$ cat src/rtl/cosine_similarity_engine_defines.svh
// assertion macros for the cosine similarity engine
// no dependencies; included by modules that carry assertions
`ifndef COSINE_SIMILARITY_ENGINE_DEFINES_SVH
`define COSINE_SIMILARITY_ENGINE_DEFINES_SVH

// property that must hold on every clock edge out of reset
`define CSE_ASSERT_ALWAYS(label, clk, rst_n, expr, msg) \
    label: assert property (@(posedge clk) disable iff (!rst_n) (expr)) else $error(msg);

// same-cycle implication
`define CSE_ASSERT_IMPL(label, clk, rst_n, ante, cons, msg) \
    label: assert property (@(posedge clk) disable iff (!rst_n) (ante) |-> (cons)) else $error(msg);

`endif

$ cat src/rtl/cse_pkg.sv
// shared types and constants for the cosine similarity engine
// no dependencies
`default_nettype none

package cse_pkg;

    localparam int ELEM_BITS_DEF = 16;
    localparam int ACC_W         = 48;
    localparam int OUT_W         = 16;
    localparam int QUEUE_DEPTH   = 2;

    localparam logic signed [ACC_W-1:0] ACC_MAX = {1'b0, {(ACC_W-1){1'b1}}};
    localparam logic signed [ACC_W-1:0] ACC_MIN = {1'b1, {(ACC_W-1){1'b0}}};

    typedef struct packed {
        logic signed [15:0] elem_a;
        logic signed [15:0] elem_b;
        logic               last;
    } cse_in_t;

    typedef struct packed {
        logic signed [OUT_W-1:0] similarity;
        logic                    zero_norm;
    } cse_out_t;

    typedef struct packed {
        logic signed [ACC_W-1:0] dot;
        logic [ACC_W-1:0]        norm_a;
        logic [ACC_W-1:0]        norm_b;
        logic                    zero_norm;
    } cse_entry_t;

    function automatic logic signed [ACC_W-1:0] sat_add(
        input logic signed [ACC_W-1:0] acc,
        input logic signed [ACC_W:0]   v
    );
        logic signed [ACC_W:0] s;
        s = $signed({acc[ACC_W-1], acc}) + v;
        if (s > $signed({1'b0, ACC_MAX}))
            return ACC_MAX;
        else if (s < $signed({1'b1, ACC_MIN}))
            return ACC_MIN;
        else
            return s[ACC_W-1:0];
    endfunction

endpackage

`default_nettype wire

$ cat src/rtl/cse_fifo.sv
// short queue of finished sums between front and back end
// depends on cse_pkg
`default_nettype none

module cse_fifo (
    input  wire logic                  clk,
    input  wire logic                  rst_n,
    input  wire logic                  push,
    input  wire cse_pkg::cse_entry_t   push_entry,
    input  wire logic                  pop,
    output cse_pkg::cse_entry_t        pop_entry,
    output logic                       full,
    output logic                       empty
);
    import cse_pkg::*;

    localparam int PTR_W = $clog2(QUEUE_DEPTH);

    cse_entry_t           mem [QUEUE_DEPTH];
    logic [PTR_W-1:0]     wr_ptr_reg;
    logic [PTR_W-1:0]     rd_ptr_reg;
    logic [PTR_W:0]       count_reg;

    assign full      = (count_reg == (PTR_W+1)'(QUEUE_DEPTH));
    assign empty     = (count_reg == '0);
    assign pop_entry = mem[rd_ptr_reg];

    always_ff @(posedge clk)
    begin
        if (push)
            mem[wr_ptr_reg] <= push_entry;
    end

    always_ff @(posedge clk or negedge rst_n)
    begin
        if (!rst_n)
        begin
            wr_ptr_reg <= '0;
            rd_ptr_reg <= '0;
            count_reg  <= '0;
        end
        else
        begin
            if (push)
                wr_ptr_reg <= (wr_ptr_reg == PTR_W'(QUEUE_DEPTH - 1)) ? '0 : wr_ptr_reg + 1'b1;
            if (pop)
                rd_ptr_reg <= (rd_ptr_reg == PTR_W'(QUEUE_DEPTH - 1)) ? '0 : rd_ptr_reg + 1'b1;
            if (push && !pop)
                count_reg <= count_reg + 1'b1;
            else if (pop && !push)
                count_reg <= count_reg - 1'b1;
        end
    end

endmodule

`default_nettype wire

$ cat config.mk
export PLATFORM = sky130hd
export DESIGN_NAME = cse_fifo
export DESIGN_NICKNAME = d
export VERILOG_FILES = /design/src/rtl/cosine_similarity_engine_defines.svh /design/src/rtl/cse_pkg.sv /design/src/rtl/cse_fifo.sv
export SDC_FILE = /design/constraint.sdc
export NUM_CORES = 1
export LEC_CHECK = 0
export ABC_AREA = 1
export BUFFER_PORTS_ARGS = -buffer_cell sky130_fd_sc_hd__buf_2
export CAP_MARGIN = 20
export CORE_MARGIN = 2
export CORE_UTILIZATION = 47
export CTS_BUF_LIST = sky130_fd_sc_hd__clkbuf_8 sky130_fd_sc_hd__clkbuf_16
export DETAILED_ROUTE_END_ITERATION = 10
export PLACE_DENSITY = 0.76
export SYNTH_ARGS = -nofsm -noshare
export SYNTH_HDL_FRONTEND = slang
export SYNTH_SLANG_ARGS = --single-unit
$ cat constraint.sdc
create_clock -name clk -period 6.7 [get_ports clk]
set_input_delay 0.335 -clock clk [delete_from_list [all_inputs] [get_ports clk]]
set_output_delay 0.335 -clock clk [all_outputs]
set_load 0.01 [all_outputs]
Word level (Yosys, flattened, before mapping)
Memories as Yosys holds them, arrays and structs flattened.
Index checks and enable logic that the tools add are counted.

word-level totals
  register bits after elaboration = 4
  RAM bits = 290
  bits of input ports = 149
  output and inout bits = 147
  logic and storage cells = 21
  memories = 1

operators by class
  $add $sub $neg = 4
  eq/ne operators = 1
  muxes and demuxes = 6
  reduce and logical (&&, ||, !) cells = 6

memory list
  memory  depth  bits a word  rd ports  clocked after memory_dff  write ports  RTL line        source
  mem     2      145          1         0                         1            cse_fifo.sv:19  cse_entry_t mem [QUEUE_DEPTH];

operators by type and width
  kind                   number
  $mux W1                4
  $mux W2                2
  $add A1 B1 Y1 const B  2
  $add A2 B1 Y2 const B  1
  $eq A2 B2 Y1 const B   1
  $logic_and A1 B1 Y1    2
  $logic_not A1 Y1       2
  $logic_not A2 Y1       1
  $reduce_bool A2 Y1     1
  $sub A2 B1 Y2 const B  1

Longest topological paths before layout
  word-level depth = 4
  mapped depth = 7
  gate-level depth less buffers = 7

Worst setup path before layout
No wires, ideal clock.

  path kind = input-to-reg
  start = in push
  end = mem mem[0][0] (netlist name) (enable)
  data arrival time = 6.438 ns
  slack = -0.393 ns
  cell stages on the path = 2
  path buffers = 0
  path through = inv_1 nor2_1

between the ends
  longest elaborated chain between the ends = 2

ends and longest elaborated chain
  element                        RTL line        source
  from (decl)                    cse_fifo.sv:8   input wire logic push,
  $mux W1                        cse_fifo.sv:30  if (push)
  $mux W1 (implied by the code)  cse_fifo.sv:31  mem[wr_ptr_reg] <= push_entry;
  to (decl)                      cse_fifo.sv:19

No other way between the ends.

==> out/metrics.yaml <==
sta:
  worst-slew-pin-transition_ps: 928.2
  post-route-period-util_pct: 43.72
  report.final.hold_viol_count: 0
  fin_worst_hold_slack_ps: 47.07
  rsz0062_at_grt: "false"
  setup_viol_count_final: 0
  post-route-worst-setup-slack_ps: 3771
  setup_tns_ps: 0
  period_minus_slack_ps: 2929
  finalClockSkew_ps: 12.24
  slew_viol_final: 0
  maxSlewHeadroom_pct: 38.12
  fmax_mhz: 341.4
logic_synthesis:
  yosys_most_used_dff: "edfxtp_1"
  synth-edff-count: 290
  synth.area.mux_share_pct: 15.19
  synth_compound_area_share_pct: 0
  synth_top_cell_by_area: "edfxtp_1"
  synth_fa_ha_area_share_pct: 0.1164
  synthesis.area_per_instance_um2: 22.59
  synth.area.top_cells: "edfxtp_1 81%, mux2_2 15%, clkbuf_8 1.3%"
  synth_top_area_share_pct: 80.99
  synth_xor_xnor_area_share_pct: 0.2444
  netlist_area_um2: 10750
  largest_family_of_logic_cells_by_synthesized_area: "multiplexers"
  ys_top_cells_by_count: "290 x edfxtp_1, 145 x mux2_2, 10 x clkbuf_8"
  synth_nets: 626
  synth-seq-cells: 294
  ys_async_sr_fraction_pct: 1.361
  syn-instance-count: 476
  synth.distinct_cells: 13
  synth-warning-count: 0
  synthMostInstantiatedCell: "edfxtp_1"
  synth_simple_gate_area_share_pct: 0.3840
  sequential_fraction_of_the_synthesis_area_pct: 81.92
power:
  power_density_nw_per_um2: 379.0
  peakVddDrop_v: 0.0002504
  fin_total_pwr_mw: 5.579
  leakagePower_nw: 5.641
floorplan:
  dieArea_um2: 24100
  design.portCount: 296
  initial_utilization_pct: 47.64
  floorplan.die.height_um: 155.3
  fp-row-count: 55
  die_width_um: 155.3
  fp.coreArea_um2: 22570
finish:
  fin_area_um2: 14720
  design.final.nets: 1088
  flip_flop_count_of_the_largest_register_all_copies_and_words_added: 290
  synthToLayoutAreaGrowth_pct: 36.89
  fraction_of_layout_cells_with_a_size_suffix_above_1_pct: 50.84
place:
  place_congestion: 0.7078
  detailed_place.area_um2: 12440
  post-dp-hpwl_um: 12690
  placement.io_buffers: 295
  detailedPlace.worstSlack_ps: 4263
global_routing:
  first_global_vias: 6551
  grt_antenna_before_repair: 1
  grt_usage_pct: 17.93
  grt_remaining_overflow: 0
  first_pass_grt_wire_length_um: 33750
  grt_start_max_net_pins: 94
drt:
  met3RoutedLength_um: 1535
  detail_route.vias_per_cell: 4.916
  top_signal_layer_used: "met4"
  drt_iter0_markers: 291
  drc_viols: 0
  route.detailed.wl_per_inst_um: 18.36
  totalWireLength_um: 22800
  detail-route-antenna-nets: 0
  routedLengthMet1_um: 8399
  vias: 6106
  met2_wirelength_um: 12180
  firstDrtPassIters: 5
run_status:
  outcome: "finished, final reports clean"
clock_tree:
  post_cts_resized: 0
  clk_root_buffer_cell: "clkbuf_16"
  number_of_sinks_driven_by_the_clock_tree: 294
  clock_tree.htree_level_count: 1
  tritoncts.num_buffers: 29
  ctsLongestPathBuffers: 3
  tritoncts_clock_tree: "yes"
  cts_hold_buffers: 146
  post-cts-setup-buffers: 0
  clk_lat_worst_skew_ps: 530
  clkSlewWorstSetupHoldPaths_ps: 60
worst_setup_path:
  cp_class: "reg2out"
  required_time_of_the_worst_setup_path_ps: 6360
  timing.critical_path.arrival_ps: 2590
  end_kind: "primary output"
  cp_max_fo: 57
  crit_path_start_kind: "flip-flop"
worst_hold_path:
  timing.hold.worst.class: "in2reg"
run:
  drv.max_cap_violation_count: 0
-- cells by family after synthesis --
logic type,after synthesis
AND/OR/NAND/NOR,10
buffers and inverters,23
multiplexers,145
XOR/XNOR,3
adder cells (fa/ha/maj),1
flip-flops,294
-- stage by stage --
step,instances,util (%)
2_1_floorplan,476,-
3_3_place_gp,1046,55.12
3_5_place_dp,1046,55.12
4_1_cts,1241,65.20
5_1_grt,1242,65.21
6_report,1242,65.21
-- power breakdown --
group,switching (mW),internal [mW]
Clock,0.633,0.775
Combinational,0.853,0.750
Sequential,0.123,2.44
-- cell usage in the layout (no fill, tap or decap), types with 2 or more instances in the layout --
cell type,synthesis,routed
inv_1,7,12
clkinv_2,0,7
dlygate4sd3_1,0,146
edfxtp_1,290,290
xor2_1,2,2
clkinv_1,0,6
nor2_1,3,2
mux2_2,145,145
buf_4,0,6
buf_2,0,295
nand2_1,5,5
clkbuf_16,0,29
dfrtp_1,4,3
-- final cells by class --
class | count | area, µm²
inverter | 7 | 31.28
sequential | 294 | 8812
clock buffer | 29 | 725.7
fill | 1503 | 7853
clock inverter | 20 | 87.58
timing repair buffer | 447 | 2983
tap | 285 | 356.6
multi-input combinational | 159 | 1720
antenna | 1 | 2.502
-- worst paths after layout --
check / startpoint / endpoint / slack [ps] / cells past startpoint
max: rd_ptr_reg$_DFFE_PN0P_ / pop_entry[138] / 3770 / 3
min: push / wr_ptr_reg$_DFFE_PN0P_ / 50 / 2
max reg2reg: wr_ptr_reg$_DFFE_PN0P_ / mem[1][110]$_DFFE_PP_ / 4320 / 3
min reg2reg: count_reg[1]$_DFFE_PN0P_ / count_reg[1]$_DFFE_PN0P_ / 520 / 2
max in group asynchronous: rst_n / rd_ptr_reg$_DFFE_PN0P_ / 6370 / 2
min in group asynchronous: rst_n / rd_ptr_reg$_DFFE_PN0P_ / 170 / 2
-- worst max-delay path: stages (launching register included) --
cell,delay (ps)
dfrtp_4,740
buf_4,670
mux2_2,430
buf_2,140
-- routing by layer --
metal,track usage [%],vias up
li1,-,2814
met4,6.640,0
met5,0,-
met1,19.79,2998
met3,4.123,55
met2,33.67,239
No activity file was read; power rests on OpenSTA's default activity.
