## src/rtl/cosine_similarity_engine_defines.svh

```systemverilog
// assertion macros for the cosine similarity engine
// no dependencies; included by modules that carry assertions
`ifndef COSINE_SIMILARITY_ENGINE_DEFINES_SVH
`define COSINE_SIMILARITY_ENGINE_DEFINES_SVH

// property that must hold on every clock edge out of reset
`define CSE_ASSERT_ALWAYS(label, clk, rst_n, expr, msg) \
    label: assert property (@(posedge clk) disable iff (!rst_n) (expr)) else $error(msg);

// same-cycle implication
`define CSE_ASSERT_IMPL(label, clk, rst_n, ante, cons, msg) \
    label: assert property (@(posedge clk) disable iff (!rst_n) (ante) |-> (cons)) else $error(msg);

`endif

```

## src/rtl/cse_pkg.sv

```systemverilog
// shared types and constants for the cosine similarity engine
// no dependencies
`default_nettype none

package cse_pkg;

    localparam int ELEM_BITS_DEF = 16;
    localparam int ACC_W         = 48;
    localparam int OUT_W         = 16;
    localparam int QUEUE_DEPTH   = 2;

    localparam logic signed [ACC_W-1:0] ACC_MAX = {1'b0, {(ACC_W-1){1'b1}}};
    localparam logic signed [ACC_W-1:0] ACC_MIN = {1'b1, {(ACC_W-1){1'b0}}};

    typedef struct packed {
        logic signed [15:0] elem_a;
        logic signed [15:0] elem_b;
        logic               last;
    } cse_in_t;

    typedef struct packed {
        logic signed [OUT_W-1:0] similarity;
        logic                    zero_norm;
    } cse_out_t;

    typedef struct packed {
        logic signed [ACC_W-1:0] dot;
        logic [ACC_W-1:0]        norm_a;
        logic [ACC_W-1:0]        norm_b;
        logic                    zero_norm;
    } cse_entry_t;

    function automatic logic signed [ACC_W-1:0] sat_add(
        input logic signed [ACC_W-1:0] acc,
        input logic signed [ACC_W:0]   v
    );
        logic signed [ACC_W:0] s;
        s = $signed({acc[ACC_W-1], acc}) + v;
        if (s > $signed({1'b0, ACC_MAX}))
            return ACC_MAX;
        else if (s < $signed({1'b1, ACC_MIN}))
            return ACC_MIN;
        else
            return s[ACC_W-1:0];
    endfunction

endpackage

`default_nettype wire

```

## src/rtl/cse_front.sv

```systemverilog
// front end: takes element beats, forms products and saturating sums
// depends on cse_pkg
`default_nettype none

module cse_front #(
    parameter int ELEM_BITS = cse_pkg::ELEM_BITS_DEF
) (
    input  wire logic                clk,
    input  wire logic                rst_n,
    input  wire logic                in_valid,
    output logic                     in_ready,
    input  wire cse_pkg::cse_in_t    in_data,
    input  wire logic                full,
    output logic                     push,
    output cse_pkg::cse_entry_t      push_entry
);
    import cse_pkg::*;

    localparam int PW = 2 * ELEM_BITS;

    logic signed [ELEM_BITS-1:0] ea;
    logic signed [ELEM_BITS-1:0] eb;
    logic signed [PW-1:0]        pab;
    logic signed [PW-1:0]        paa;
    logic signed [PW-1:0]        pbb;

    logic signed [PW-1:0]        pab_reg;
    logic signed [PW-1:0]        paa_reg;
    logic signed [PW-1:0]        pbb_reg;
    logic                        s1_last_reg;
    logic                        s1_valid_reg;

    logic signed [ACC_W-1:0]     dot_reg;
    logic signed [ACC_W-1:0]     na_reg;
    logic signed [ACC_W-1:0]     nb_reg;
    logic signed [ACC_W-1:0]     dot_next;
    logic signed [ACC_W-1:0]     na_next;
    logic signed [ACC_W-1:0]     nb_next;

    logic                        advance;
    logic                        accept;

    assign ea  = $signed(ELEM_BITS'($unsigned(in_data.elem_a)));
    assign eb  = $signed(ELEM_BITS'($unsigned(in_data.elem_b)));
    assign pab = ea * eb;
    assign paa = ea * ea;
    assign pbb = eb * eb;

    assign advance  = s1_valid_reg && !(s1_last_reg && full);
    assign in_ready = !s1_valid_reg || advance;
    assign accept   = in_valid && in_ready;

    assign dot_next = sat_add(dot_reg, (ACC_W+1)'(pab_reg));
    assign na_next  = sat_add(na_reg, (ACC_W+1)'(paa_reg));
    assign nb_next  = sat_add(nb_reg, (ACC_W+1)'(pbb_reg));

    assign push                 = advance && s1_last_reg;
    assign push_entry.dot       = dot_next;
    assign push_entry.norm_a    = $unsigned(na_next);
    assign push_entry.norm_b    = $unsigned(nb_next);
    assign push_entry.zero_norm = (na_next == '0) || (nb_next == '0);

    always_ff @(posedge clk or negedge rst_n)
    begin
        if (!rst_n)
        begin
            s1_valid_reg <= 1'b0;
            s1_last_reg  <= 1'b0;
            pab_reg      <= '0;
            paa_reg      <= '0;
            pbb_reg      <= '0;
            dot_reg      <= '0;
            na_reg       <= '0;
            nb_reg       <= '0;
        end
        else
        begin
            if (accept)
            begin
                s1_valid_reg <= 1'b1;
                s1_last_reg  <= in_data.last;
                pab_reg      <= pab;
                paa_reg      <= paa;
                pbb_reg      <= pbb;
            end
            else if (advance)
            begin
                s1_valid_reg <= 1'b0;
            end

            if (advance)
            begin
                if (s1_last_reg)
                begin
                    dot_reg <= '0;
                    na_reg  <= '0;
                    nb_reg  <= '0;
                end
                else
                begin
                    dot_reg <= dot_next;
                    na_reg  <= na_next;
                    nb_reg  <= nb_next;
                end
            end
        end
    end

endmodule

`default_nettype wire

```

## config.mk

```make
export PLATFORM = sky130hd
export DESIGN_NAME = cse_front
export DESIGN_NICKNAME = d
export VERILOG_FILES = /design/src/rtl/cosine_similarity_engine_defines.svh /design/src/rtl/cse_pkg.sv /design/src/rtl/cse_front.sv
export SDC_FILE = /design/constraint.sdc
export NUM_CORES = 2
export LEC_CHECK = 0
export ABC_AREA = 1
export BUFFER_PORTS_ARGS = -buffer_cell sky130_fd_sc_hd__buf_2
export CAP_MARGIN = 20
export CORE_MARGIN = 10
export CORE_UTILIZATION = 60
export CTS_CLUSTER_SIZE = 10
export DETAILED_ROUTE_END_ITERATION = 10
export HOLD_SLACK_MARGIN = 0.1
export PLACE_DENSITY = 0.79
export SYNTH_ARGS = -nofsm -noshare
export SYNTH_HDL_FRONTEND = slang
export SYNTH_SLANG_ARGS = --single-unit
```

## constraint.sdc

```tcl
create_clock -name clk -period 7.3 [get_ports clk]
set_input_delay 1.46 -clock clk [delete_from_list [all_inputs] [get_ports clk]]
set_output_delay 1.46 -clock clk [all_outputs]
set_load 0.02 [all_outputs]
```

; Word-level counts from Yosys, hierarchy flattened
; Cells that the tools add are included.
; Widths: inputs -> output; s select.
[op_classes]
addsub = 3
order_cmp = 6
muxes = 11
multipliers = 3
n_reduce_logical = 11
[ops]
columns = op, n
row1 = $mux 48, 9
row2 = $add 48x32->49, 3
row3 = $gt 49x48->1 const B, 3
row4 = $lt 49x48->1 const B, 3
row5 = $logic_not 48->1, 2
row6 = $mul 16x16->32, 3
row7 = $logic_and 1x1->1, 4
row8 = $logic_not 1->1, 2
row9 = $logic_or 1x1->1, 2
row10 = $mux 1, 2
row11 = $reduce_bool 2->1, 1
[totals]
out_inout_bits = 147
register_bits = 242
inputBits = 37

; Depth between registers and ports, before layout
[depth]
depth_word = 6
ltp_mapped = 30

; Worst setup path after synthesis
; No wires, ideal clock.
[synth_timing]
kind = input to register
start = input in_data[16] (netlist bit)
end = register pbb_reg[31]
arrival_ns = 7.063
stages = 23
n_path_buf = 2
setup_slack_ns = 0.119
required_ns = 7.182
path_cell_list = clkbuf_1 clkbuf_1 nand2_1 fa_1 inv_1 fa_1 inv_1 fa_1 fa_1 inv_1 fa_1 fa_1 ha_1 nand2_1 nor4_1 nand2_1 o211ai_1 nand3_1 nand2_1 nand2_1 a21oi_1 nand3b_1 nand2_1
[synth_between]
elab_chain_cells = 1
[synth_rtl]
columns = item, line
row1 = from (decl), cse_front.sv:12  ; input wire cse_pkg::cse_in_t in_data,
row2 = $mul 16x16->32, cse_front.sv:47  ; assign pbb = eb * eb;
row3 = to (signal assigned), cse_front.sv:84  ; pbb_reg <= pbb;
row4 = to (decl), cse_front.sv:29  ; logic signed [PW-1:0] pbb_reg;
; Every way passes these cells.
; A chain may end at the register's enable or synchronous reset.

; Worst setup path after layout
[layout_timing]
start = input in_data[3] (netlist bit)
end = register pbb_reg[26]
; The elaborated chain is that of the path after synthesis.

==> results_dict.tcl <==
set metrics [dict create \
    hp-start "dot_reg[15]" \
    worstPathMaxFanout 15 \
    worstReg2RegStart "pab_reg[31]" \
    grt_use_total_pct 29.9 \
    drv_cap 0 \
    syn_inst 6968 \
    synth-seq-cells 240 \
    hold_slack_ns 0.485 \
    yosysUniqueCellTypes 49 \
    holdPathStages 2 \
    fin_skew_ns 0.0169 \
    routedWlPerCell_um 17.0 \
    drt-total-wl_um 140000 \
    grt_pass1_wl_um 230000 \
    hold_path_class "reg2reg" \
    tightest_slew_ns 1.03 \
    die_h_um 308 \
    cpMostUsedCell "nand2_1" \
    rr_worst_depth 13 \
    hpwl_um 119000 \
    clk_latency_ns 0.61 \
    dieArea_mm2 0.0951 \
    yosys-top-cells-area "fa_1 (30%), nand2_1 (15%), inv_1 (13%), dfrtp_1 (12%), ha_1 (10%)" \
    ys_warn_count 0 \
    drt_first_pass_iters 6 \
    syn-num-nets 8147 \
    drive_above_1_share_pct 6.60 \
    fmax_ghz 0.149 \
    critPathLaunchType "primary input" \
    cp.required_ns 7.79 \
    clk_pin_slew_ns 0.06 \
    setup_viol 0 \
    hold_buffers 0 \
    rsz0062_at_grt "no" \
    cts_tree "done" \
    grt_max_degree 129 \
    ys.flop_type "dfrtp_1" \
    cts_setup_buffers 0 \
    synth-edff-count 0 \
    gp_congestion 0.992 \
    rr_endpoint "dot_reg[0]" \
    synth_top_area_share_pct 29.8 \
    syn_area_per_cell_um2 7.16 \
    io_buffers 183 \
    status "finished, final reports clean" \
    cts_buffers 31 \
    first_global_vias 44663 \
    max-slew-margin-rel_pct 31.0 \
    worstSetupPathType "in2reg" \
    grt_antenna_before_repair 3 \
    seq_area_frac_synth_pct 12.0 \
    arrival_ns 7.21 \
    cts_resized 0 \
    vias 43403 \
    final.period_utilization_pct 92.0 \
    viasPerCell 5.28 \
    end_kind "register" \
    die_w_um 308 \
    start_util_pct 60.7 \
    ctsHtreeMaxLevel 1 \
    yosys.area.top_type "fa_1" \
    async_flop_share_pct 100 \
    syn_to_final_growth_pct 7.16 \
    r2r_slack_ns 3.16 \
    hold_violations 0 \
    final_util_pct 65.0 \
    root_buffer "clkbuf_16" \
    grt-ovfl-total 0 \
    timing.final.max_slew_violations 0 \
    crit_slowest_cell "fa_1" \
    numClockSinks 240 \
    io_pins 184 \
    cpPeakStageDelay_ns 0.56 \
    ant_nets 0 \
    drtIter0Drc 2974 \
    core_area_mm2 0.0822 \
    dpl-instance-area_mm2 0.0525 \
    syn-cell-area_mm2 0.0499 \
    postLayoutCellArea_mm2 0.0535 \
    clockBufferDepth 3 \
    nets 8322 \
    rows 105 \
    post-route-drc-count 0 \
    hold_path_end "dot_reg[15]" \
    finalCriticalPeriod_ns 6.72 \
]
-- layout make-up --
cell class,count,area (um^2)
clock inverters,8,72.6
fillers,7343,28800
flip-flops and latches,240,6010
clock buffers,37,828
well taps,1070,1340
diodes,2,5.00
repair buffers,330,2140
inverters,1773,6660
multi-input cells,4767,36400
-- metrics by stage --
| step | setup slack [ns] | cells | TNS (ns) |
|---|---|---|---|
| 2_1_floorplan | 0.119 | 6968 | 0 |
| 3_3_place_gp | 0.0229 | 8179 | 0 |
| 3_5_place_dp | -0.0473 | 8179 | -0.0473 |
| 4_1_cts | 0.593 | 8224 | 0 |
| 5_1_grt | 0.188 | 8225 | 0 |
| 6_report | 0.583 | 8227 | 0 |
-- worst max-delay path, delay by kind of cell --
| family | cells | cell delay (ns) |
|---|---|---|
| fa+ha+maj | 7 | 3.36 |
| compound gates | 4 | 0.71 |
| buf+inv | 7 | 0.78 |
| simple gates | 9 | 0.91 |
-- routing by layer --
layer	vias up	share of wire (%)	global-route usage [%]
met5	-	0.0064	0
met4	2	3.4	9.46
met3	272	6.9	3.88
met2	1369	47	49.6
met1	20787	43	40.3
li1	20973	-	-
-- cells by family (layout without fill, tap and decap cells) --
| family | after synthesis | in the layout | share of synthesized area, % |
|---|---|---|---|
| and+or+nand+nor | 2770 | 2770 | 22.1 |
| buffers and inverters | 1961 | 2148 | 15.0 |
| adders and majority gates | 1142 | 1142 | 39.8 |
| AOI/OAI and AO/OA | 668 | 668 | 7.76 |
| DFF | 240 | 240 | 12.0 |
| xor gates and xnor gates | 187 | 187 | 3.28 |
| other | 0 | 2 | 0 |
-- cells in the mapped netlist, types with 20 or more instances --
library cell and instances:
a21oi_1 257, a22o_1 52, or2_2 31, xor2_1 120, dfrtp_1 240, nand3_1 155, ha_1 400, a21o_1 20
inv_1 1765, nor2_1 416, clkbuf_1 142, nand4_1 36, nand2_1 2008, o21ai_0 213, o21bai_1 30, fa_1 742
buf_2 20, a31oi_1 36, nand2_2 37, nor3_1 52, xnor2_1 67
-- cells in the final DEF (no fill, tap or decap), types with 31 or more instances in the layout --
cell type / n
or2_2: 32
nor2_1: 415
xor2_1: 120
buf_4: 139
a31oi_1: 36
fa_1: 742
nand3_1: 155
inv_1: 1765
dfrtp_1: 240
nand4_1: 36
a21oi_1: 257
xnor2_1: 67
a22o_1: 52
nand2_1: 2006
o21ai_0: 213
buf_2: 182
clkbuf_16: 31
nand2_2: 38
ha_1: 400
nor3_1: 52
-- worst max path at each step --
stage | start | endpoint
floorplan | in_data[16] | pbb_reg[31]
global placement | in_data[3] | pbb_reg[26]
detailed placement | in_data[3] | pbb_reg[26]
CTS | in_data[3] | pbb_reg[26]
global route | in_data[3] | pbb_reg[26]
finish | in_data[3] | pbb_reg[26]
Power is left out: the tool's default activity adds up to more than one toggle a clock period on the data nets, which glitch-free logic cannot reach.
