==> config.mk <==
export PLATFORM = sky130hd
export DESIGN_NAME = cse_back
export DESIGN_NICKNAME = d
export VERILOG_FILES = /design/src/rtl/cse_pkg.sv /design/src/rtl/cse_back.sv
export VERILOG_INCLUDE_DIRS = /design/src /design/src/rtl
export SDC_FILE = /design/constraint.sdc
export NUM_CORES = 2
export LEC_CHECK = 0
export ABC_AREA = 0
export BUFFER_PORTS_ARGS = -buffer_cell sky130_fd_sc_hd__buf_2
export CAP_MARGIN = 20
export CORE_AREA = 2 2 377 379
export CTS_CLUSTER_DIAMETER = 80
export DETAILED_ROUTE_END_ITERATION = 10
export DIE_AREA = 0 0 379 381
export MAX_ROUTING_LAYER = met4
export PLACE_DENSITY = 0.77
export SETUP_SLACK_MARGIN = 0.4
export SYNTH_ARGS = -nofsm -noshare
export SYNTH_HDL_FRONTEND = slang
export SYNTH_SLANG_ARGS = --single-unit
export TNS_END_PERCENT = 1
==> constraint.sdc <==
create_clock -name clk -period 12.4 [get_ports clk]
set_clock_uncertainty 0.2 [all_clocks]
set_input_delay 2.48 -clock clk [delete_from_list [all_inputs] [get_ports clk]]
set_output_delay 2.48 -clock clk [all_outputs]
set_load 0.1 [all_outputs]
==> src/rtl/cosine_similarity_engine_defines.svh <==
// assertion macros for the cosine similarity engine
// no dependencies; included by modules that carry assertions
`ifndef COSINE_SIMILARITY_ENGINE_DEFINES_SVH
`define COSINE_SIMILARITY_ENGINE_DEFINES_SVH

// property that must hold on every clock edge out of reset
`define CSE_ASSERT_ALWAYS(label, clk, rst_n, expr, msg) \
    label: assert property (@(posedge clk) disable iff (!rst_n) (expr)) else $error(msg);

// same-cycle implication
`define CSE_ASSERT_IMPL(label, clk, rst_n, ante, cons, msg) \
    label: assert property (@(posedge clk) disable iff (!rst_n) (ante) |-> (cons)) else $error(msg);

`endif

==> src/rtl/cse_pkg.sv <==
// shared types and constants for the cosine similarity engine
// no dependencies
`default_nettype none

package cse_pkg;

    localparam int ELEM_BITS_DEF = 16;
    localparam int ACC_W         = 48;
    localparam int OUT_W         = 16;
    localparam int QUEUE_DEPTH   = 2;

    localparam logic signed [ACC_W-1:0] ACC_MAX = {1'b0, {(ACC_W-1){1'b1}}};
    localparam logic signed [ACC_W-1:0] ACC_MIN = {1'b1, {(ACC_W-1){1'b0}}};

    typedef struct packed {
        logic signed [15:0] elem_a;
        logic signed [15:0] elem_b;
        logic               last;
    } cse_in_t;

    typedef struct packed {
        logic signed [OUT_W-1:0] similarity;
        logic                    zero_norm;
    } cse_out_t;

    typedef struct packed {
        logic signed [ACC_W-1:0] dot;
        logic [ACC_W-1:0]        norm_a;
        logic [ACC_W-1:0]        norm_b;
        logic                    zero_norm;
    } cse_entry_t;

    function automatic logic signed [ACC_W-1:0] sat_add(
        input logic signed [ACC_W-1:0] acc,
        input logic signed [ACC_W:0]   v
    );
        logic signed [ACC_W:0] s;
        s = $signed({acc[ACC_W-1], acc}) + v;
        if (s > $signed({1'b0, ACC_MAX}))
            return ACC_MAX;
        else if (s < $signed({1'b1, ACC_MIN}))
            return ACC_MIN;
        else
            return s[ACC_W-1:0];
    endfunction

endpackage

`default_nettype wire

==> src/rtl/cse_back.sv <==
// back end: products of the sums over a shared 32x24 multiplier, then a
// bit-by-bit search for the similarity magnitude; depends on cse_pkg
`default_nettype none
`include "cosine_similarity_engine_defines.svh"

module cse_back (
    input  wire logic                  clk,
    input  wire logic                  rst_n,
    input  wire logic                  empty,
    output logic                       pop,
    input  wire cse_pkg::cse_entry_t   entry,
    output logic                       out_valid,
    input  wire logic                  out_ready,
    output cse_pkg::cse_out_t          out_data
);
    import cse_pkg::*;

    typedef enum logic [2:0] {
        S_IDLE,
        S_MUL,
        S_ADD,
        S_QSQ,
        S_CMP,
        S_OUT
    } state_t;

    typedef enum logic [1:0] {
        J_P,
        J_D,
        J_T
    } job_t;

    state_t          state_reg;
    job_t            job_reg;
    logic [1:0]      k_reg;
    logic [55:0]     prod_reg;
    logic [127:0]    acc_reg;
    logic [47:0]     na_reg;
    logic [47:0]     nb_reg;
    logic [47:0]     dabs_reg;
    logic            neg_reg;
    logic [95:0]     p_reg;
    logic [95:0]     d_reg;
    logic [31:0]     q2_reg;
    logic [15:0]     m_reg;
    logic [3:0]      bit_reg;
    logic            out_valid_reg;
    cse_out_t        out_reg;

    logic [31:0]     x_op;
    logic [23:0]     y_op;
    logic [6:0]      shift_amt;
    logic [127:0]    acc_sum;
    logic [15:0]     trial;
    logic [16:0]     q17;
    logic [31:0]     q_sq;
    logic            pass;
    logic [15:0]     m_new;
    logic            done;
    logic [47:0]     dabs;
    logic [15:0]     sim;

    always_comb
    begin
        unique case (job_reg)
            J_P:
            begin
                x_op      = {8'b0, k_reg[0] ? na_reg[47:24] : na_reg[23:0]};
                y_op      = k_reg[1] ? nb_reg[47:24] : nb_reg[23:0];
                shift_amt = 7'(24 * (32'(k_reg[0]) + 32'(k_reg[1])));
            end
            J_D:
            begin
                x_op      = {8'b0, k_reg[0] ? dabs_reg[47:24] : dabs_reg[23:0]};
                y_op      = k_reg[1] ? dabs_reg[47:24] : dabs_reg[23:0];
                shift_amt = 7'(24 * (32'(k_reg[0]) + 32'(k_reg[1])));
            end
            J_T:
            begin
                x_op      = q2_reg;
                y_op      = p_reg[24*k_reg +: 24];
                shift_amt = 7'(24 * 32'(k_reg));
            end
            default:
            begin
                x_op      = '0;
                y_op      = '0;
                shift_amt = '0;
            end
        endcase
    end

    assign acc_sum = acc_reg + (128'(prod_reg) << shift_amt);
    assign trial   = m_reg | (16'd1 << bit_reg);
    assign q17     = {trial, 1'b0} - 17'd1;
    assign q_sq    = q17[15:0] * q17[15:0];
    assign pass    = (acc_reg <= {d_reg, 32'b0});
    assign m_new   = pass ? trial : m_reg;
    assign done    = (bit_reg == 4'd0) || (pass && (bit_reg == 4'd15));
    assign dabs    = entry.dot[47] ? 48'(-entry.dot) : $unsigned(entry.dot);
    assign sim     = neg_reg ? 16'(-m_new) : (m_new[15] ? 16'h7FFF : m_new);

    assign pop       = (state_reg == S_IDLE) && !empty;
    assign out_valid = out_valid_reg;
    assign out_data  = out_reg;

    always_ff @(posedge clk or negedge rst_n)
    begin
        if (!rst_n)
        begin
            state_reg     <= S_IDLE;
            job_reg       <= J_P;
            k_reg         <= '0;
            prod_reg      <= '0;
            acc_reg       <= '0;
            na_reg        <= '0;
            nb_reg        <= '0;
            dabs_reg      <= '0;
            neg_reg       <= 1'b0;
            p_reg         <= '0;
            d_reg         <= '0;
            q2_reg        <= '0;
            m_reg         <= '0;
            bit_reg       <= '0;
            out_valid_reg <= 1'b0;
            out_reg       <= '0;
        end
        else
        begin
            unique case (state_reg)
                S_IDLE:
                begin
                    if (!empty)
                    begin
                        na_reg   <= entry.norm_a;
                        nb_reg   <= entry.norm_b;
                        dabs_reg <= dabs;
                        neg_reg  <= entry.dot[47];
                        if (entry.zero_norm)
                        begin
                            out_reg.similarity <= '0;
                            out_reg.zero_norm  <= 1'b1;
                            out_valid_reg      <= 1'b1;
                            state_reg          <= S_OUT;
                        end
                        else
                        begin
                            job_reg   <= J_P;
                            k_reg     <= '0;
                            acc_reg   <= '0;
                            state_reg <= S_MUL;
                        end
                    end
                end
                S_MUL:
                begin
                    prod_reg  <= x_op * y_op;
                    state_reg <= S_ADD;
                end
                S_ADD:
                begin
                    acc_reg <= acc_sum;
                    if (k_reg == 2'd3)
                    begin
                        unique case (job_reg)
                            J_P:
                            begin
                                p_reg     <= acc_sum[95:0];
                                job_reg   <= J_D;
                                k_reg     <= '0;
                                acc_reg   <= '0;
                                state_reg <= S_MUL;
                            end
                            J_D:
                            begin
                                d_reg     <= acc_sum[95:0];
                                m_reg     <= '0;
                                bit_reg   <= 4'd15;
                                state_reg <= S_QSQ;
                            end
                            default:
                            begin
                                state_reg <= S_CMP;
                            end
                        endcase
                    end
                    else
                    begin
                        k_reg     <= k_reg + 2'd1;
                        state_reg <= S_MUL;
                    end
                end
                S_QSQ:
                begin
                    q2_reg    <= q_sq;
                    job_reg   <= J_T;
                    k_reg     <= '0;
                    acc_reg   <= '0;
                    state_reg <= S_MUL;
                end
                S_CMP:
                begin
                    m_reg <= m_new;
                    if (done)
                    begin
                        out_reg.similarity <= $signed(sim);
                        out_reg.zero_norm  <= 1'b0;
                        out_valid_reg      <= 1'b1;
                        state_reg          <= S_OUT;
                    end
                    else
                    begin
                        bit_reg   <= bit_reg - 4'd1;
                        state_reg <= S_QSQ;
                    end
                end
                S_OUT:
                begin
                    if (out_ready)
                    begin
                        out_valid_reg <= 1'b0;
                        state_reg     <= S_IDLE;
                    end
                end
                default:
                begin
                    state_reg <= S_IDLE;
                end
            endcase
        end
    end

    `CSE_ASSERT_IMPL(a_zero_norm_zero_sim, clk, rst_n, out_valid_reg && out_reg.zero_norm, out_reg.similarity == 16'sd0, "zero norm with nonzero similarity")
    `CSE_ASSERT_ALWAYS(a_mag_range, clk, rst_n, m_reg <= 16'h8000, "magnitude above one")
    `CSE_ASSERT_IMPL(a_pos_sign, clk, rst_n, out_valid_reg && !out_reg.zero_norm && !neg_reg, !out_reg.similarity[15], "negative result for positive dot")

endmodule

`default_nettype wire

### After elaboration in Yosys (flattened, before gate mapping)

Index checks and enable logic that the tools add are counted.

* flip-flop bits (word level): 598
* logic and storage cells: 123

* $add $sub $neg: 7
* multiply operators: 4
* order comparisons: 1
* equal/unequal tests: 19
* shift-type cells: 3
* muxes and demuxes: 47
* bitwise gates (word level): 2
* reductions and logical operators: 23

Operators with widths (count)
* $mux W128: 4
* $pmux W128 S3: 1
* $add A128 B128 Y128: 1
* $le A128 B128 Y1: 1
* $shl A56 B7 Y128: 1
* $mux W24: 4
* $pmux W32 S3: 1
* $shiftx A96 B8 Y24: 1
* $pmux W24 S3: 1
* $mux W16: 4
* $mul A32 B24 Y56: 1
* $mux W17: 3
* $mux W48: 1
* $neg A48 Y48: 1
* $pmux W17 S2: 1
* $mul A16 B16 Y32: 1
* $pmux W16 S2: 1
* $pmux W3 S6: 1
* $neg A16 Y16: 1
* $or A16 B16 Y16: 1
* $shl A1 B4 Y16 const A: 1
* $sub A16 B1 Y16 const B: 1
* $mux W15: 1
* $mux W3: 5
* 35 further kinds: 67

### Longest topological paths before layout

* depth in word-level cells: 8
* depth in mapped cells: 37
* depth with buffers taken out: 35

### Worst setup path after synthesis

OpenSTA, ideal clock, no wires.

* path kind: register to register
* start point: register k_reg[1]
* end point: register prod_reg[55]
* arrival: 9.183 ns
* data required time: 12.075 ns
* setup slack: 2.892 ns
* stages on the path, launching flop included: 33
* clock period less this slack: 9.508 ns
* cell sequence: dfrtp_1 > clkbuf_1 > clkbuf_1 > clkbuf_1 > mux4_2 > a22oi_1 > clkbuf_1 > nor2_1 > fa_1 > fa_1 > inv_1 > fa_1 > fa_1 > fa_1 > inv_1 > fa_1 > inv_1 > fa_1 > inv_1 > ha_1 > clkbuf_1 > nand3_1 > nor3_1 > o2111ai_1 > o21ai_0 > nand4_1 > nand2_1 > a211oi_1 > o41a_1 > o41ai_1 > nand2b_1 > mux2i_1 > mux2_2

* longest elaborated chain between the ends: 4
* elaborated cells between the ends (all ways): 6
* those cells by class: mul (2); shift (1); mux (3)

RTL lines
* from (decl): RTL line cse_back.sv:35 `logic [1:0] k_reg;`
* from (signal assigned): RTL line cse_back.sv:189 `k_reg <= k_reg + 2'd1;`
* $mul A2 B2 Y4: RTL line cse_back.sv:81 `y_op = p_reg[24*k_reg +: 24];`
* $shiftx A96 B8 Y24: RTL line cse_back.sv:81
* $pmux W24 S3 *: RTL line cse_back.sv:65 `unique case (job_reg)`
* $mul A32 B24 Y56 *: RTL line cse_back.sv:157 `prod_reg <= x_op * y_op;`
* to (signal assigned): RTL line cse_back.sv:157
* to (decl): RTL line cse_back.sv:36 `logic [55:0] prod_reg;`

Mark *: on every way between the ends. The rest lies on a longest branch, timed or not.
A chain may end at the register's enable or synchronous reset.

### Final worst setup path

* start point: register k_reg[0]
* end point: register prod_reg[55]

* longest elaborated chain between the ends: 4
* elaborated cells between the ends (all ways): 7
* those cells by class: mul (2); shift (1); mux (4)

RTL lines (RTL line)
* $mul A2 B2 Y4: cse_back.sv:81
* $shiftx A96 B8 Y24: cse_back.sv:81
* $pmux W24 S3: cse_back.sv:65
* $mul A32 B24 Y56 *: cse_back.sv:157

Marked as above.

==> reports/results.ini <==
[synthesis]
synthArstFlopShare_pct=100
synth_most_common_cell=nand2_1
syn-num-nets=9614
synthTopCellsByArea=fa_1 (24%), dfrtp_1 (21%), ha_1 (9.1%), nand2_1 (7.5%), inv_1 (6.2%)
syn_area_um2=69900
syn_inst=8133
synth.top_cells.by_count=nand2_1 (1400), inv_1 (1155), fa_1 (823), nor2_1 (643), dfrtp_1 (596)
synth_edf_count=0
postSynthAreaPerCell_um2=8.59
yosys.area.top_type=fa_1
yosysUniqueCellTypes=83
ys_seq_elements=596
ys_warn_count=0
ys.flop_type=dfrtp_1
yosysSeqAreaShare_pct=21.3
yosysTopAreaCellShare_pct=23.6

[detailed_routing]
dr.pass1.iters=7
drtIter0Drc=6614
met1_length_um=102000
wl_met2_um=113000
wl_per_cell_um=25.9
dr.max_layer_used=met4
ant_nets=0
drc=0
routed_wl_um=261000
via_count=60524
via_per_inst=6.02
wl_met3_um=27700

[sta]
max_freq_ghz=0.0932
hold_viol=0
maxSlewViolCount=0
tns_ns=0
worst_slew_pin_slew_ns=1.27
setup_viol=0
fin_crit_sh_pct=86.6
slew_headroom_pct=14.6
hold_slack_ns=0.267
fin_crit_ns=10.73
rsz0062_at_grt=false

[setup_path]
crit_top_cell=fa_1
cp.required_ns=12.75
critPathKind=flip-flop to flip-flop
worstPathArrival_ns=11.08
ff2ff_setup_slack_ns=1.67
worst-path-max-fanout=56
slowest_delay_ns=1.08
end_kind=flip-flop
crit_path_top_delay_cell=dfrtp_4
worst_setup_path_start_kind=flip-flop

[floorplan]
die_w_um=379
ios=168
die_y_um=381
core_um2=141000
dieArea_um2=144000
rows=138
start_util_pct=49.7

[run_status]
status=finished clean

[cells_and_area]
nets=9567
area_growth_pct=8.23
drive_gt1_share_pct=8.17
largest_reg_flops=128

[clock_tree]
cts_hold_buf=0
htreeDepth=3
cts.sinks=596
clock_latency_ns=0.73
clockRootBuffer=clkbuf_16
post_cts_buffers=0
clockBufferDepth=3
path_clk_slew_ns=0.06
cts_tree=built
post_cts_resized=0
cts_buffers=76

[global_routing]
grt_overflow=0
grt_max_degree=164
grt_pass1_vias=60639
grt_use_total_pct=37.3
grt_pass1_wl_um=388000
antenna_found_initial=27

[placement]
dp.final_hpwl_um=210000
io_buffer_count=167
place_congestion=1.07

[run]
max_cap_viol_count=0

[worst_hold_path]
hold_path.class=flip-flop to flip-flop

-- final cells by class --
type	count	area (µm²)
fillers	12867	64900
multi-input cells	5952	49300
flip-flops and latches	596	14900
inverters	1163	4370
well taps	1890	2360
clock buffers	103	2180
repair buffers	297	1860
clock inverters	38	549
diodes	22	55.1
-- cell usage in the layout, fill, tap and decap left out, drive strengths merged, types with 150 or more instances in the layout --
cell type,count
xnor2,150
a21oi,362
buf,297
fa,823
nand2,1400
ha,509
dfrtp,596
o21ai,459
inv,1166
a21o,174
nor2,643
-- metal layers --
metal,vias to the layer above,GRT usage (%)
li1,26460,-
met1,30007,48.2
met2,3287,53.7
met3,770,9.30
met4,0,20.7
met5,-,-
-- worst paths after layout --
path,start,endpoint,cells after the start
worst max-delay path,k_reg[0],prod_reg[55],30
worst min-delay path,na_reg[6],na_reg[6],2
worst max register to register,k_reg[0],prod_reg[55],30
worst min register to register,na_reg[6],na_reg[6],2
max in group asynchronous,rst_n,d_reg[25],3
min in group asynchronous,rst_n,m_reg[12],1
-- kinds of logic (layout without fill, tap and decap cells) --
logic type / after synthesis / in the layout / synth area share (%)
mux: 231 / 231 / 4.33
flops: 596 / 596 / 21.3
fa+ha+maj: 1332 / 1332 / 32.7
xor+xnor: 274 / 274 / 3.43
buf+inv: 1585 / 1601 / 8.51
other cells: 0 / 22 / 0
compound gates: 1550 / 1550 / 14.1
simple gates: 2565 / 2565 / 15.6
-- metrics by stage --
step	setup WS (ns)	utilization, %	cells	cell area, µm²
2_1_floorplan	2.89	-	8133	69900
3_3_place_gp	2.12	51.8	9886	72800
3_5_place_dp	1.93	51.8	9893	72800
4_1_cts	1.83	53.8	10034	75600
5_1_grt	1.30	53.8	10059	75600
6_report	1.67	53.8	10061	75700
-- worst max-delay path, delay by kind of cell, from the launching register on --
family / cells / cell delay (ns)
simple gates: 7 / 1.35
flops: 1 / 1.08
mux: 2 / 0.40
compound gates: 7 / 2.59
fa+ha+maj: 8 / 4.02
buf+inv: 6 / 0.84
Power is not shown: default switching activity piles up to over one toggle a cycle in this logic, so the estimate is an artifact.
